--- src/hw/rtl/sql_tokenizer_macros.svh ---
// Assertion macros shared by the tokenizer modules.
// Each macro expects clk and rst_n in scope.
`ifndef SQL_TOKENIZER_MACROS_SVH
`define SQL_TOKENIZER_MACROS_SVH

// The condition must hold at every clock edge outside reset.
`define SQLT_ASSERT_ALWAYS(lbl, cond) \
  lbl: assert property (@(posedge clk) disable iff (!rst_n) (cond)) \
    else $error("sql_tokenizer assertion failed");

// When ante holds, cons must hold at the next clock edge.
`define SQLT_ASSERT_NEXT(lbl, ante, cons) \
  lbl: assert property (@(posedge clk) disable iff (!rst_n) (ante) |=> (cons)) \
    else $error("sql_tokenizer assertion failed");

`endif

--- src/hw/rtl/sqlt_pkg.sv ---
package sqlt_pkg;

  localparam int KW_MAX_LEN = 8;
  localparam int WORD_W = KW_MAX_LEN * 8;
  localparam int WLEN_W = $clog2(KW_MAX_LEN + 2);
  localparam logic [WLEN_W-1:0] WLEN_TOO_LONG = WLEN_W'(KW_MAX_LEN + 1);
  localparam int N_KW = 39;

  localparam logic [5:0] K_EOF   = 6'd0;
  localparam logic [5:0] K_IDENT = 6'd1;
  localparam logic [5:0] K_INT   = 6'd2;
  localparam logic [5:0] K_DEC   = 6'd3;
  localparam logic [5:0] K_STR   = 6'd4;
  localparam logic [5:0] K_LPAR  = 6'd5;
  localparam logic [5:0] K_RPAR  = 6'd6;
  localparam logic [5:0] K_COMMA = 6'd7;
  localparam logic [5:0] K_DOT   = 6'd8;
  localparam logic [5:0] K_SEMI  = 6'd9;
  localparam logic [5:0] K_STAR  = 6'd10;
  localparam logic [5:0] K_PLUS  = 6'd11;
  localparam logic [5:0] K_MINUS = 6'd12;
  localparam logic [5:0] K_SLASH = 6'd13;
  localparam logic [5:0] K_PCT   = 6'd14;
  localparam logic [5:0] K_EQ    = 6'd15;
  localparam logic [5:0] K_NEQ   = 6'd16;
  localparam logic [5:0] K_LT    = 6'd17;
  localparam logic [5:0] K_LE    = 6'd18;
  localparam logic [5:0] K_GT    = 6'd19;
  localparam logic [5:0] K_GE    = 6'd20;
  localparam logic [5:0] K_KW0   = 6'd21;
  localparam logic [5:0] K_ERR   = 6'd60;

  localparam logic [WORD_W-1:0] KW_TEXT [N_KW] = '{
    "SELECT", "FROM", "WHERE", "JOIN", "INNER", "LEFT", "RIGHT", "FULL",
    "OUTER", "ON", "AS", "AND", "OR", "NOT", "BETWEEN", "IN", "IS", "NULL",
    "TRUE", "FALSE", "DISTINCT", "GROUP", "BY", "HAVING", "ORDER", "ASC",
    "DESC", "LIMIT", "OFFSET", "NULLS", "FIRST", "LAST", "DATE", "CAST",
    "COUNT", "SUM", "AVG", "MIN", "MAX"
  };

  typedef enum logic [3:0] {
    MODE_IDLE, MODE_IDENT, MODE_INT, MODE_DEC, MODE_STR, MODE_MINUS,
    MODE_COMMENT, MODE_LT, MODE_GT, MODE_BANG, MODE_ERROR
  } mode_t;

  typedef struct packed {
    logic [7:0] data_byte;
    logic       byte_valid;
    logic       end_of_input;
  } in_item_t;

  typedef struct packed {
    logic [5:0]  token_kind;
    logic [31:0] text_start;
    logic [31:0] text_end;
    logic [31:0] line_number;
    logic        last_token;
  } out_item_t;

  typedef struct packed {
    out_item_t [2:0] toks;
    logic [1:0]      cnt;
  } bundle_t;

  function automatic logic [31:0] sat_inc(input logic [31:0] x);
    sat_inc = (x == '1) ? x : x + 32'd1;
  endfunction

  function automatic logic is_digit(input logic [7:0] c);
    is_digit = (c >= "0") && (c <= "9");
  endfunction

  function automatic logic is_alpha(input logic [7:0] c);
    is_alpha = ((c >= "A") && (c <= "Z")) || ((c >= "a") && (c <= "z"));
  endfunction

  function automatic logic is_space(input logic [7:0] c);
    is_space = (c == " ") || ((c >= 8'd9) && (c <= 8'd13));
  endfunction

  function automatic logic [7:0] fold_upper(input logic [7:0] c);
    fold_upper = ((c >= "a") && (c <= "z")) ? c - 8'd32 : c;
  endfunction

  function automatic logic [5:0] word_kind(input logic [WORD_W-1:0] w,
                                           input logic [WLEN_W-1:0] wl);
    logic [5:0] kind;
    kind = K_IDENT;
    if (wl <= WLEN_W'(KW_MAX_LEN)) begin
      for (int k = 0; k < N_KW; k++) begin
        if (w == KW_TEXT[k]) kind = K_KW0 + 6'(k);
      end
    end
    word_kind = kind;
  endfunction

  function automatic out_item_t mk_tok(input logic [5:0] kind, input logic [31:0] s,
                                       input logic [31:0] e, input logic [31:0] line,
                                       input logic last);
    out_item_t t;
    t.token_kind  = kind;
    t.text_start  = s;
    t.text_end    = e;
    t.line_number = line;
    t.last_token  = last;
    mk_tok = t;
  endfunction

endpackage

--- src/hw/rtl/sql_tokenizer.sv ---
// SQL tokenizer. Text enters on the in_ channel one request per byte: data_byte
// with byte_valid set, and end_of_input set on the last request of a text (or
// on a request without a byte). Each token leaves on the out_ channel as one
// request with its kind, text offsets, line and a last_token flag that marks the
// end-of-file or error token. A request can cause zero to three tokens.
// The front lexer takes one input request per cycle and classifies it in that
// cycle; its tokens go as one bundle into a two-entry queue, and the back end
// sends one token per cycle from the queue through an output register.
// The first token passes the queue entry and the output register. The input
// sustains one request per cycle as long as tokens are taken at the rate they
// are made; the output side delivers at most one token per cycle, so requests
// that make several tokens stall the input when the queue fills.
// When out_ready is low the output register holds, the queue fills and in_ready
// drops; no token is lost. The cfg_ channel writes the first line number and is
// always ready; in_ready is held low in a cycle that offers a cfg_ write.
// Synchronous reset clears the lexer state, empties the queue and sets the
// first line number to one.
module sql_tokenizer (
  input  logic                clk,
  input  logic                rst_n,
  input  logic                in_valid,
  output logic                in_ready,
  input  sqlt_pkg::in_item_t  in_data,
  output logic                out_valid,
  input  logic                out_ready,
  output sqlt_pkg::out_item_t out_data,
  input  logic                cfg_valid,
  output logic                cfg_ready,
  input  logic [15:0]         cfg_data
);

  logic              push_valid, push_ready, head_valid, pop;
  sqlt_pkg::bundle_t push_data, head_data;

  sqlt_front u_front (
    .clk        (clk),
    .rst_n      (rst_n),
    .in_valid   (in_valid),
    .in_ready   (in_ready),
    .in_data    (in_data),
    .cfg_valid  (cfg_valid),
    .cfg_ready  (cfg_ready),
    .cfg_data   (cfg_data),
    .push_valid (push_valid),
    .push_data  (push_data),
    .push_ready (push_ready)
  );

  sqlt_queue u_queue (
    .clk        (clk),
    .rst_n      (rst_n),
    .push_valid (push_valid),
    .push_data  (push_data),
    .push_ready (push_ready),
    .head_valid (head_valid),
    .head_data  (head_data),
    .pop        (pop)
  );

  sqlt_back u_back (
    .clk        (clk),
    .rst_n      (rst_n),
    .head_valid (head_valid),
    .head_data  (head_data),
    .pop        (pop),
    .out_valid  (out_valid),
    .out_ready  (out_ready),
    .out_data   (out_data)
  );

endmodule

--- src/hw/rtl/sqlt_front.sv ---
module sqlt_front (
  input  logic                clk,
  input  logic                rst_n,
  input  logic                in_valid,
  output logic                in_ready,
  input  sqlt_pkg::in_item_t  in_data,
  input  logic                cfg_valid,
  output logic                cfg_ready,
  input  logic [15:0]         cfg_data,
  output logic                push_valid,
  output sqlt_pkg::bundle_t   push_data,
  input  logic                push_ready
);

  sqlt_pkg::mode_t mode_r, mode_nxt;
  logic [31:0] pos_r, pos_nxt;
  logic [31:0] line_r, line_nxt;
  logic [31:0] start_r, start_nxt;
  logic [sqlt_pkg::WORD_W-1:0] word_r, word_nxt;
  logic [sqlt_pkg::WLEN_W-1:0] wlen_r, wlen_nxt;
  logic [15:0] first_r, first_nxt;
  logic accept;

  assign in_ready  = push_ready && !cfg_valid;
  assign cfg_ready = 1'b1;
  assign accept    = in_valid && in_ready;

  always_comb begin
    sqlt_pkg::mode_t m;
    logic [31:0] p, e, op_end, pos_v, lc, ts;
    logic [sqlt_pkg::WORD_W-1:0] w;
    logic [sqlt_pkg::WLEN_W-1:0] wl;
    logic consumed;
    logic [7:0] c;
    sqlt_pkg::out_item_t t [3];
    logic [1:0] n;

    m = mode_r; pos_v = pos_r; lc = line_r; ts = start_r; w = word_r; wl = wlen_r;
    c = in_data.data_byte;
    consumed = 1'b0;
    n = 2'd0;
    for (int i = 0; i < 3; i++) t[i] = '0;
    p = pos_r;
    e = sqlt_pkg::sat_inc(pos_r);
    op_end = sqlt_pkg::sat_inc(start_r);
    first_nxt = first_r;

    if (accept && in_data.byte_valid) begin
      case (m)
        sqlt_pkg::MODE_IDLE: consumed = 1'b0;
        sqlt_pkg::MODE_IDENT: begin
          if (sqlt_pkg::is_alpha(c) || sqlt_pkg::is_digit(c) || c == "_") begin
            if (wl < sqlt_pkg::WLEN_W'(sqlt_pkg::KW_MAX_LEN)) begin
              w = {w[sqlt_pkg::WORD_W-9:0], sqlt_pkg::fold_upper(c)};
              wl = wl + sqlt_pkg::WLEN_W'(1);
            end else begin
              wl = sqlt_pkg::WLEN_TOO_LONG;
            end
            consumed = 1'b1;
          end else begin
            t[n] = sqlt_pkg::mk_tok(sqlt_pkg::word_kind(w, wl), ts, p, lc, 1'b0);
            n = n + 2'd1;
          end
        end
        sqlt_pkg::MODE_INT: begin
          if (sqlt_pkg::is_digit(c)) begin
            consumed = 1'b1;
          end else if (c == ".") begin
            m = sqlt_pkg::MODE_DEC;
            consumed = 1'b1;
          end else begin
            t[n] = sqlt_pkg::mk_tok(sqlt_pkg::K_INT, ts, p, lc, 1'b0);
            n = n + 2'd1;
          end
        end
        sqlt_pkg::MODE_DEC: begin
          if (sqlt_pkg::is_digit(c)) begin
            consumed = 1'b1;
          end else begin
            t[n] = sqlt_pkg::mk_tok(sqlt_pkg::K_DEC, ts, p, lc, 1'b0);
            n = n + 2'd1;
          end
        end
        sqlt_pkg::MODE_STR: begin
          if (c == "'") begin
            t[n] = sqlt_pkg::mk_tok(sqlt_pkg::K_STR, ts, p, lc, 1'b0);
            n = n + 2'd1;
            m = sqlt_pkg::MODE_IDLE;
          end else if (c == 8'd10) begin
            lc = sqlt_pkg::sat_inc(lc);
          end
          consumed = 1'b1;
        end
        sqlt_pkg::MODE_MINUS: begin
          if (c == "-") begin
            m = sqlt_pkg::MODE_COMMENT;
            consumed = 1'b1;
          end else begin
            t[n] = sqlt_pkg::mk_tok(sqlt_pkg::K_MINUS, ts, op_end, lc, 1'b0);
            n = n + 2'd1;
          end
        end
        sqlt_pkg::MODE_COMMENT: consumed = (c != 8'd10);
        sqlt_pkg::MODE_LT: begin
          if (c == "=" || c == ">") begin
            t[n] = sqlt_pkg::mk_tok((c == "=") ? sqlt_pkg::K_LE : sqlt_pkg::K_NEQ,
                                    ts, e, lc, 1'b0);
            n = n + 2'd1;
            m = sqlt_pkg::MODE_IDLE;
            consumed = 1'b1;
          end else begin
            t[n] = sqlt_pkg::mk_tok(sqlt_pkg::K_LT, ts, op_end, lc, 1'b0);
            n = n + 2'd1;
          end
        end
        sqlt_pkg::MODE_GT: begin
          if (c == "=") begin
            t[n] = sqlt_pkg::mk_tok(sqlt_pkg::K_GE, ts, e, lc, 1'b0);
            n = n + 2'd1;
            m = sqlt_pkg::MODE_IDLE;
            consumed = 1'b1;
          end else begin
            t[n] = sqlt_pkg::mk_tok(sqlt_pkg::K_GT, ts, op_end, lc, 1'b0);
            n = n + 2'd1;
          end
        end
        sqlt_pkg::MODE_BANG: begin
          if (c == "=") begin
            t[n] = sqlt_pkg::mk_tok(sqlt_pkg::K_NEQ, ts, e, lc, 1'b0);
            m = sqlt_pkg::MODE_IDLE;
          end else begin
            t[n] = sqlt_pkg::mk_tok(sqlt_pkg::K_ERR, ts, op_end, lc, 1'b1);
            m = sqlt_pkg::MODE_ERROR;
          end
          n = n + 2'd1;
          consumed = 1'b1;
        end
        sqlt_pkg::MODE_ERROR: consumed = 1'b1;
        default: consumed = 1'b0;
      endcase

      if (!consumed) begin
        m = sqlt_pkg::MODE_IDLE;
        ts = p;
        if (c == 8'd10) begin
          lc = sqlt_pkg::sat_inc(lc);
        end else if (sqlt_pkg::is_space(c)) begin
          m = sqlt_pkg::MODE_IDLE;
        end else if (sqlt_pkg::is_digit(c)) begin
          m = sqlt_pkg::MODE_INT;
        end else if (c == "'") begin
          ts = e;
          m = sqlt_pkg::MODE_STR;
        end else if (sqlt_pkg::is_alpha(c) || c == "_") begin
          w = {{(sqlt_pkg::WORD_W-8){1'b0}}, sqlt_pkg::fold_upper(c)};
          wl = sqlt_pkg::WLEN_W'(1);
          m = sqlt_pkg::MODE_IDENT;
        end else begin
          case (c)
            "(": begin t[n] = sqlt_pkg::mk_tok(sqlt_pkg::K_LPAR, p, e, lc, 1'b0);
              n = n + 2'd1; end
            ")": begin t[n] = sqlt_pkg::mk_tok(sqlt_pkg::K_RPAR, p, e, lc, 1'b0);
              n = n + 2'd1; end
            ",": begin t[n] = sqlt_pkg::mk_tok(sqlt_pkg::K_COMMA, p, e, lc, 1'b0);
              n = n + 2'd1; end
            ".": begin t[n] = sqlt_pkg::mk_tok(sqlt_pkg::K_DOT, p, e, lc, 1'b0);
              n = n + 2'd1; end
            ";": begin t[n] = sqlt_pkg::mk_tok(sqlt_pkg::K_SEMI, p, e, lc, 1'b0);
              n = n + 2'd1; end
            "*": begin t[n] = sqlt_pkg::mk_tok(sqlt_pkg::K_STAR, p, e, lc, 1'b0);
              n = n + 2'd1; end
            "+": begin t[n] = sqlt_pkg::mk_tok(sqlt_pkg::K_PLUS, p, e, lc, 1'b0);
              n = n + 2'd1; end
            "/": begin t[n] = sqlt_pkg::mk_tok(sqlt_pkg::K_SLASH, p, e, lc, 1'b0);
              n = n + 2'd1; end
            "%": begin t[n] = sqlt_pkg::mk_tok(sqlt_pkg::K_PCT, p, e, lc, 1'b0);
              n = n + 2'd1; end
            "=": begin t[n] = sqlt_pkg::mk_tok(sqlt_pkg::K_EQ, p, e, lc, 1'b0);
              n = n + 2'd1; end
            "-": m = sqlt_pkg::MODE_MINUS;
            "<": m = sqlt_pkg::MODE_LT;
            ">": m = sqlt_pkg::MODE_GT;
            "!": m = sqlt_pkg::MODE_BANG;
            default: begin
              t[n] = sqlt_pkg::mk_tok(sqlt_pkg::K_ERR, p, e, lc, 1'b1);
              n = n + 2'd1;
              m = sqlt_pkg::MODE_ERROR;
            end
          endcase
        end
      end
      pos_v = sqlt_pkg::sat_inc(pos_r);
    end

    if (accept && in_data.end_of_input) begin
      op_end = sqlt_pkg::sat_inc(ts);
      case (m)
        sqlt_pkg::MODE_IDENT: begin
          t[n] = sqlt_pkg::mk_tok(sqlt_pkg::word_kind(w, wl), ts, pos_v, lc, 1'b0);
          n = n + 2'd1;
        end
        sqlt_pkg::MODE_INT: begin
          t[n] = sqlt_pkg::mk_tok(sqlt_pkg::K_INT, ts, pos_v, lc, 1'b0);
          n = n + 2'd1;
        end
        sqlt_pkg::MODE_DEC: begin
          t[n] = sqlt_pkg::mk_tok(sqlt_pkg::K_DEC, ts, pos_v, lc, 1'b0);
          n = n + 2'd1;
        end
        sqlt_pkg::MODE_STR: begin
          t[n] = sqlt_pkg::mk_tok(sqlt_pkg::K_STR, ts, pos_v, lc, 1'b0);
          n = n + 2'd1;
        end
        sqlt_pkg::MODE_MINUS: begin
          t[n] = sqlt_pkg::mk_tok(sqlt_pkg::K_MINUS, ts, op_end, lc, 1'b0);
          n = n + 2'd1;
        end
        sqlt_pkg::MODE_LT: begin
          t[n] = sqlt_pkg::mk_tok(sqlt_pkg::K_LT, ts, op_end, lc, 1'b0);
          n = n + 2'd1;
        end
        sqlt_pkg::MODE_GT: begin
          t[n] = sqlt_pkg::mk_tok(sqlt_pkg::K_GT, ts, op_end, lc, 1'b0);
          n = n + 2'd1;
        end
        sqlt_pkg::MODE_BANG: begin
          t[n] = sqlt_pkg::mk_tok(sqlt_pkg::K_ERR, ts, op_end, lc, 1'b1);
          n = n + 2'd1;
          m = sqlt_pkg::MODE_ERROR;
        end
        default: ;
      endcase
      if (m != sqlt_pkg::MODE_ERROR) begin
        t[n] = sqlt_pkg::mk_tok(sqlt_pkg::K_EOF, pos_v, pos_v, lc, 1'b1);
        n = n + 2'd1;
      end
      m = sqlt_pkg::MODE_IDLE;
      pos_v = '0;
      lc = {16'd0, first_r};
      ts = '0;
      wl = '0;
      w = '0;
    end

    if (cfg_valid && !accept) begin
      first_nxt = cfg_data;
      if (pos_r == '0 && mode_r == sqlt_pkg::MODE_IDLE) lc = {16'd0, cfg_data};
    end

    mode_nxt = m;
    pos_nxt = pos_v;
    line_nxt = lc;
    start_nxt = ts;
    word_nxt = w;
    wlen_nxt = wl;
    push_valid = accept && (n != 2'd0);
    push_data.toks[0] = t[0];
    push_data.toks[1] = t[1];
    push_data.toks[2] = t[2];
    push_data.cnt = n;
  end

  always_ff @(posedge clk) begin
    if (!rst_n) begin
      mode_r  <= sqlt_pkg::MODE_IDLE;
      pos_r   <= '0;
      line_r  <= 32'd1;
      start_r <= '0;
      wlen_r  <= '0;
      first_r <= 16'd1;
    end else begin
      mode_r  <= mode_nxt;
      pos_r   <= pos_nxt;
      line_r  <= line_nxt;
      start_r <= start_nxt;
      wlen_r  <= wlen_nxt;
      first_r <= first_nxt;
    end
  end

  always_ff @(posedge clk) begin
    word_r <= word_nxt;
  end

`include "sql_tokenizer_macros.svh"
  `SQLT_ASSERT_ALWAYS(a_front_ident_len, mode_r != sqlt_pkg::MODE_IDENT || wlen_r != '0)
  `SQLT_ASSERT_NEXT(a_front_eof_resets, accept && in_data.end_of_input,
                    pos_r == '0 && mode_r == sqlt_pkg::MODE_IDLE)
  `SQLT_ASSERT_ALWAYS(a_front_err_quiet, !(push_valid && mode_r == sqlt_pkg::MODE_ERROR
                      && !in_data.end_of_input))

endmodule

--- src/hw/rtl/sqlt_queue.sv ---
module sqlt_queue (
  input  logic              clk,
  input  logic              rst_n,
  input  logic              push_valid,
  input  sqlt_pkg::bundle_t push_data,
  output logic              push_ready,
  output logic              head_valid,
  output sqlt_pkg::bundle_t head_data,
  input  logic              pop
);

  sqlt_pkg::bundle_t q_r [2];
  logic       wr_ptr_r, wr_ptr_nxt;
  logic       rd_ptr_r, rd_ptr_nxt;
  logic [1:0] cnt_r, cnt_nxt;
  logic       do_push, do_pop;

  assign push_ready = (cnt_r != 2'd2);
  assign head_valid = (cnt_r != 2'd0);
  assign head_data  = q_r[rd_ptr_r];
  assign do_push    = push_valid && push_ready;
  assign do_pop     = pop && head_valid;

  always_comb begin
    wr_ptr_nxt = do_push ? ~wr_ptr_r : wr_ptr_r;
    rd_ptr_nxt = do_pop ? ~rd_ptr_r : rd_ptr_r;
    cnt_nxt = cnt_r + {1'b0, do_push} - {1'b0, do_pop};
  end

  always_ff @(posedge clk) begin
    if (!rst_n) begin
      wr_ptr_r <= 1'b0;
      rd_ptr_r <= 1'b0;
      cnt_r    <= 2'd0;
    end else begin
      wr_ptr_r <= wr_ptr_nxt;
      rd_ptr_r <= rd_ptr_nxt;
      cnt_r    <= cnt_nxt;
    end
  end

  always_ff @(posedge clk) begin
    if (do_push) q_r[wr_ptr_r] <= push_data;
  end

`include "sql_tokenizer_macros.svh"
  `SQLT_ASSERT_ALWAYS(a_queue_count, cnt_r != 2'd3)
  `SQLT_ASSERT_ALWAYS(a_queue_nonempty_bundle, !do_push || push_data.cnt != 2'd0)
  `SQLT_ASSERT_ALWAYS(a_queue_ptrs, (cnt_r == 2'd1) == (wr_ptr_r != rd_ptr_r))

endmodule

--- src/hw/rtl/sqlt_back.sv ---
module sqlt_back (
  input  logic                clk,
  input  logic                rst_n,
  input  logic                head_valid,
  input  sqlt_pkg::bundle_t   head_data,
  output logic                pop,
  output logic                out_valid,
  input  logic                out_ready,
  output sqlt_pkg::out_item_t out_data
);

  logic                out_valid_r, out_valid_nxt;
  sqlt_pkg::out_item_t out_data_r, out_data_nxt;
  logic [1:0]          idx_r, idx_nxt;
  logic                load;

  assign load = head_valid && (!out_valid_r || out_ready);
  assign pop  = load && (idx_r == head_data.cnt - 2'd1);

  always_comb begin
    out_valid_nxt = out_valid_r;
    out_data_nxt  = out_data_r;
    idx_nxt       = idx_r;
    if (out_valid_r && out_ready) out_valid_nxt = 1'b0;
    if (load) begin
      out_valid_nxt = 1'b1;
      case (idx_r)
        2'd0: out_data_nxt = head_data.toks[0];
        2'd1: out_data_nxt = head_data.toks[1];
        default: out_data_nxt = head_data.toks[2];
      endcase
      idx_nxt = pop ? 2'd0 : idx_r + 2'd1;
    end
  end

  always_ff @(posedge clk) begin
    if (!rst_n) begin
      out_valid_r <= 1'b0;
      idx_r       <= 2'd0;
    end else begin
      out_valid_r <= out_valid_nxt;
      idx_r       <= idx_nxt;
    end
  end

  always_ff @(posedge clk) begin
    out_data_r <= out_data_nxt;
  end

  assign out_valid = out_valid_r;
  assign out_data  = out_data_r;

`include "sql_tokenizer_macros.svh"
  `SQLT_ASSERT_ALWAYS(a_back_idx, !head_valid || idx_r < head_data.cnt)
  `SQLT_ASSERT_ALWAYS(a_back_idx_zero, head_valid || idx_r == 2'd0)

endmodule

--- config.mk ---
export PLATFORM = sky130hd
export DESIGN_NAME = sql_tokenizer
export DESIGN_NICKNAME = d
export VERILOG_FILES = /design/src/hw/rtl/sqlt_pkg.sv /design/src/hw/rtl/sql_tokenizer.sv /design/src/hw/rtl/sqlt_front.sv /design/src/hw/rtl/sqlt_queue.sv /design/src/hw/rtl/sqlt_back.sv
export VERILOG_INCLUDE_DIRS = /design/src /design/src/hw/rtl
export SDC_FILE = /design/constraint.sdc
export NUM_CORES = 2
export LEC_CHECK = 0
export ABC_AREA = 1
export BUFFER_PORTS_ARGS = -buffer_cell sky130_fd_sc_hd__clkbuf_2
export CAP_MARGIN = 20
export CORE_MARGIN = 4
export CORE_UTILIZATION = 35
export CTS_CLUSTER_SIZE = 10
export DETAILED_ROUTE_END_ITERATION = 6
export HOLD_SLACK_MARGIN = 0.03
export PLACE_DENSITY = 0.58
export SLEW_MARGIN = 20
export SYNTH_ARGS = -nofsm -noshare
export SYNTH_HDL_FRONTEND = slang
export SYNTH_SLANG_ARGS = --single-unit
export TNS_END_PERCENT = 100
--- constraint.sdc ---
create_clock -name clk -period 31 [get_ports clk]
set_input_delay 3.1 -clock clk [delete_from_list [all_inputs] [get_ports clk]]
set_output_delay 3.1 -clock clk [all_outputs]
set_load 0.02 [all_outputs]
==> key figures <==
Setup path
  • Top cell by count, worst path: sky130_fd_sc_hd__buf_4
  • CP Launch Type: input port
  • Arrival time of data at the critical path endpoint: between 10000 and 15000 ps
  • Largest delay contributor family on the critical path: buffers and inverters
  • Start point of the critical path: in_data[8]
  • Worst path bufs/invs: 11
  • CP peak stage delay: between 800 and 900 ps
  • Critical path class: in -> reg
  • Slowest cell on the critical path: sky130_fd_sc_hd__buf_4
  • RR Startpoint: u_queue.cnt_r[0]
  • Critical Path Sink Type: flip-flop
  • Worst EP required: 31380 ps
  • Maximum fanout along the worst path: 71

Routing
  • Residual DRC count: 5
  • Final wirelength: around 240 mm
  • First-pass detailed-route iteration total: 7
  • Number of vias after detailed routing: 51400
  • Routed length per placed instance: roughly 27 um
  • Via density per instance: a little under 6
  • Post-route antenna net violation count: 0
  • Initial DRC count: between 5000 and 6000

Synth
  • Dominant cell by count in the synthesized netlist: sky130_fd_sc_hd__nand2_1
  • Yosys reg bits: slightly above 900
  • Sequential element share of the synthesized area: 0.480
  • Post-Syn Area per Cell: 8.05 um2
  • Gate count after technology mapping: 6629
  • Net count after synthesis: around 6700
  • Main flop type after synthesis: sky130_fd_sc_hd__edfxtp_1
  • FFs w/ async S/R, synth: 0
  • Yosys cell types: 87
  • Number of flops mapped to enable cells by yosys: approximately 730
  • Post-Syn Area: about 0.053 mm2
  • Largest area contributor in the netlist: sky130_fd_sc_hd__edfxtp_1
  • Dominant cells by area after synthesis: sky130_fd_sc_hd__edfxtp_1 (41%), sky130_fd_sc_hd__nand2_1 (8.1%), sky130_fd_sc_hd__dfxtp_1 (7.2%)
  • Number of warnings issued by yosys: 0
  • Portion of synthesized cell area occupied by the leading cell type: 0.408
  • Cell types with the highest counts after synthesis: sky130_fd_sc_hd__nand2_1 (1153), sky130_fd_sc_hd__nor2_1 (881), sky130_fd_sc_hd__o21ai_0 (735)

STA
  • Crit path setup slack, layout: around 19000 ps
  • Actual transition at the worst max-transition pin: around 1200 ps
  • Shortest clock period the worst path allows after layout: about 12000 ps
  • Setup violators final: 0
  • Final worst path period share: 0.380
  • Final Skew: around 73 ps
  • Hold violation count in the final report: 0
  • Setup repair after global routing missed its margin: no
  • Maximum clock frequency: between 0.08 and 0.09 GHz
  • Total Neg Setup Slack: 0 ps
  • Max Transition Viols Final: 0
  • Smallest hold slack: about 450 ps
  • Worst slew slack as a fraction of its limit: 0.229

Cells and area
  • Layout Cell Area excl Fill: between 0.05 and 0.06 mm2
  • Final design utilization: 0.391
  • Relative area change from synthesis to final layout: 11.3%
  • Fin cells: between 8000 and 9000
  • Layout cell share with drive strength beyond 1: 0.0881
  • Final nets: around 6600

Placement
  • Placed wire-length estimate: between 150 and 200 mm
  • Placed cell count: ~8500
  • Global placement routability congestion: around 1
  • Worst-case setup slack after placement: between 15000 and 20000 ps
  • Buffers added on ports: ~140
  • Instance area at placement: 0.0559 mm2

Worst hold path
  • Path type of the worst min-delay path: reg -> reg
  • Origin of the worst min-delay path: u_queue.rd_ptr_r

Clock network
  • Clock network latency to the later pin of the worst-skew pair: between 700 and 800 ps
  • Total number of clock tree sinks: a little over 900
  • Clock slew at the register clock pins of the worst setup and hold paths: 50 ps
  • TritonCTS clock tree: done
  • Count of hold buffers inserted by post-cts repair: 0
  • Buffer count from post-CTS setup fixing: 0
  • Clock Root Buffer: sky130_fd_sc_hd__clkbuf_16
  • Maximum buffer depth of the clock tree: 3
  • Post-CTS resize count: 0
  • H-tree depth: 3
  • Number of buffers created by CTS: 108

Power and ir drop
  • Combinational fraction of design power: 0.319
  • Total power after layout: 4.25 mW
  • Power dissipated by switching net loads: 1.66 mW
  • Fraction of power spent switching nets: 0.390
  • Clock Power Share: 0.292
  • Leak pwr: 21.1 nW
  • Sequential share of power: 0.388
  • Pwr per Cell Area: 71.6 mW/mm2
  • Internal portion of total power: approximately 2.6 mW
  • Worst supply voltage drop on vdd: roughly 54 uV

Status
  • Violations in the final reports: design-rule violations
  • Result of the run: finished with violations

Floorplan
  • Starting Density: 0.352
  • Number of placed I/O pins: ~140
  • Die extent in x: around 400 um
  • Core area: roughly 0.15 mm2
  • Vertical die dimension: 398 um
  • Number of rows created at floorplan: between 100 and 150
  • Floorplan die area: 0.159 mm2

GRT
  • Remaining Overflow, GRT: 0
  • Initial antenna violation count: 14
  • Pin count of the biggest net entering global routing: approximately 110
  • GRT Total Usage: 0.287
  • Wire length of the first global-routing pass: ~340 mm
  • Number of global-route vias before repair: 48400

Job
  • Max-capacitance violation count: 0
sequential cells by signal, summed over array words and instances, names as in the netlist, named ones only:
register and count:
u_queue.q_r 622, u_front.start_r 32, u_front.word_r 64, u_queue.rd_ptr_r 1
u_queue.wr_ptr_r 1, u_front.pos_r 32, u_back.idx_r 2, u_front.line_r 32
u_back.out_data 103, u_front.first_r 16, u_front.mode_r 4, u_front.wlen_r 4
u_back.out_valid 1, u_queue.cnt_r 2
layer usage:
layer | track usage | vias up | wire length [um]
li1 | - | 23000 | -
met1 | 0.381 | 25000 | 96800
met2 | 0.452 | 2745 | 105000
met3 | 0.0533 | 607 | 20000
met4 | 0.137 | 14 | 13400
met5 | 0 | - | 91
cell type report:
| type | count | area (um2) |
|---|---|---|
| Clock buffer | 183 | 3030 |
| Timing Repair Buffer | 251 | 1570 |
| Multi-Input combinational cell | 4675 | 23800 |
| Sequential cell | 917 | 25600 |
| Fill cell | 15700 | 92400 |
| Clock inverter | 23 | 403 |
| Tap cell | 2030 | 2540 |
| Antenna cell | 5 | 12.5 |
| Inverter | 639 | 2420 |
power by group through the flow:
| stage | Combinational [mW] | Clock (mW) | Sequential, mW |
|---|---|---|---|
| floorplan | 0.673 | 0 | 1.79 |
| global placement | 1.34 | 0 | 1.67 |
| detailed placement | 1.35 | 0 | 1.68 |
| CTS | 1.35 | 1.27 | 1.65 |
| global route | 1.44 | 1.32 | 1.67 |
| finish | 1.36 | 1.24 | 1.65 |
logic make-up (layout without fill, tap and decap cells):
family	count (synthesis)	count (layout)	synth area share
simple gates	2827	2827	0.230
compound gates	1708	1708	0.189
buf+inv	1037	1096	0.0768
flops	917	917	0.480
xor+xnor	116	116	0.0193
fa+ha+maj	22	22	0.00516
other cells	1	6	0.0000703
mux	1	1	0.000188
layout by cell type (no fill, tap or decap), drive strengths merged, types with 6 or more instances in the layout:
cell type     n
clkinv       26
nor2        916
o221ai      111
buf         116
nand3       348
inv         631
a21oi       348
clkbuf      318
ha           22
dfxtp       192
o211ai       42
nand4       116
a221oi       13
nand2      1177
o21ai       828
o21a        109
o31ai        12
nand3b        8
nor3        153
or2           7
nor4         79
o32ai         6
edfxtp      725
xor2        110
a32oi        18
xnor2         6
a31oi        46
a22oi        31
o22ai       101
o21bai        9
worst paths after layout:
kind / to / slack [ps] / cells past startpoint
max: u_queue.q_r[0][252] / 19200 / 32
min reg2reg: flip-flop / 450 / 1
max reg2reg: u_queue.q_r[0][252] / 21780 / 25
min: flip-flop / 450 / 1
Note: power is estimated with default switching activity, not from simulation.
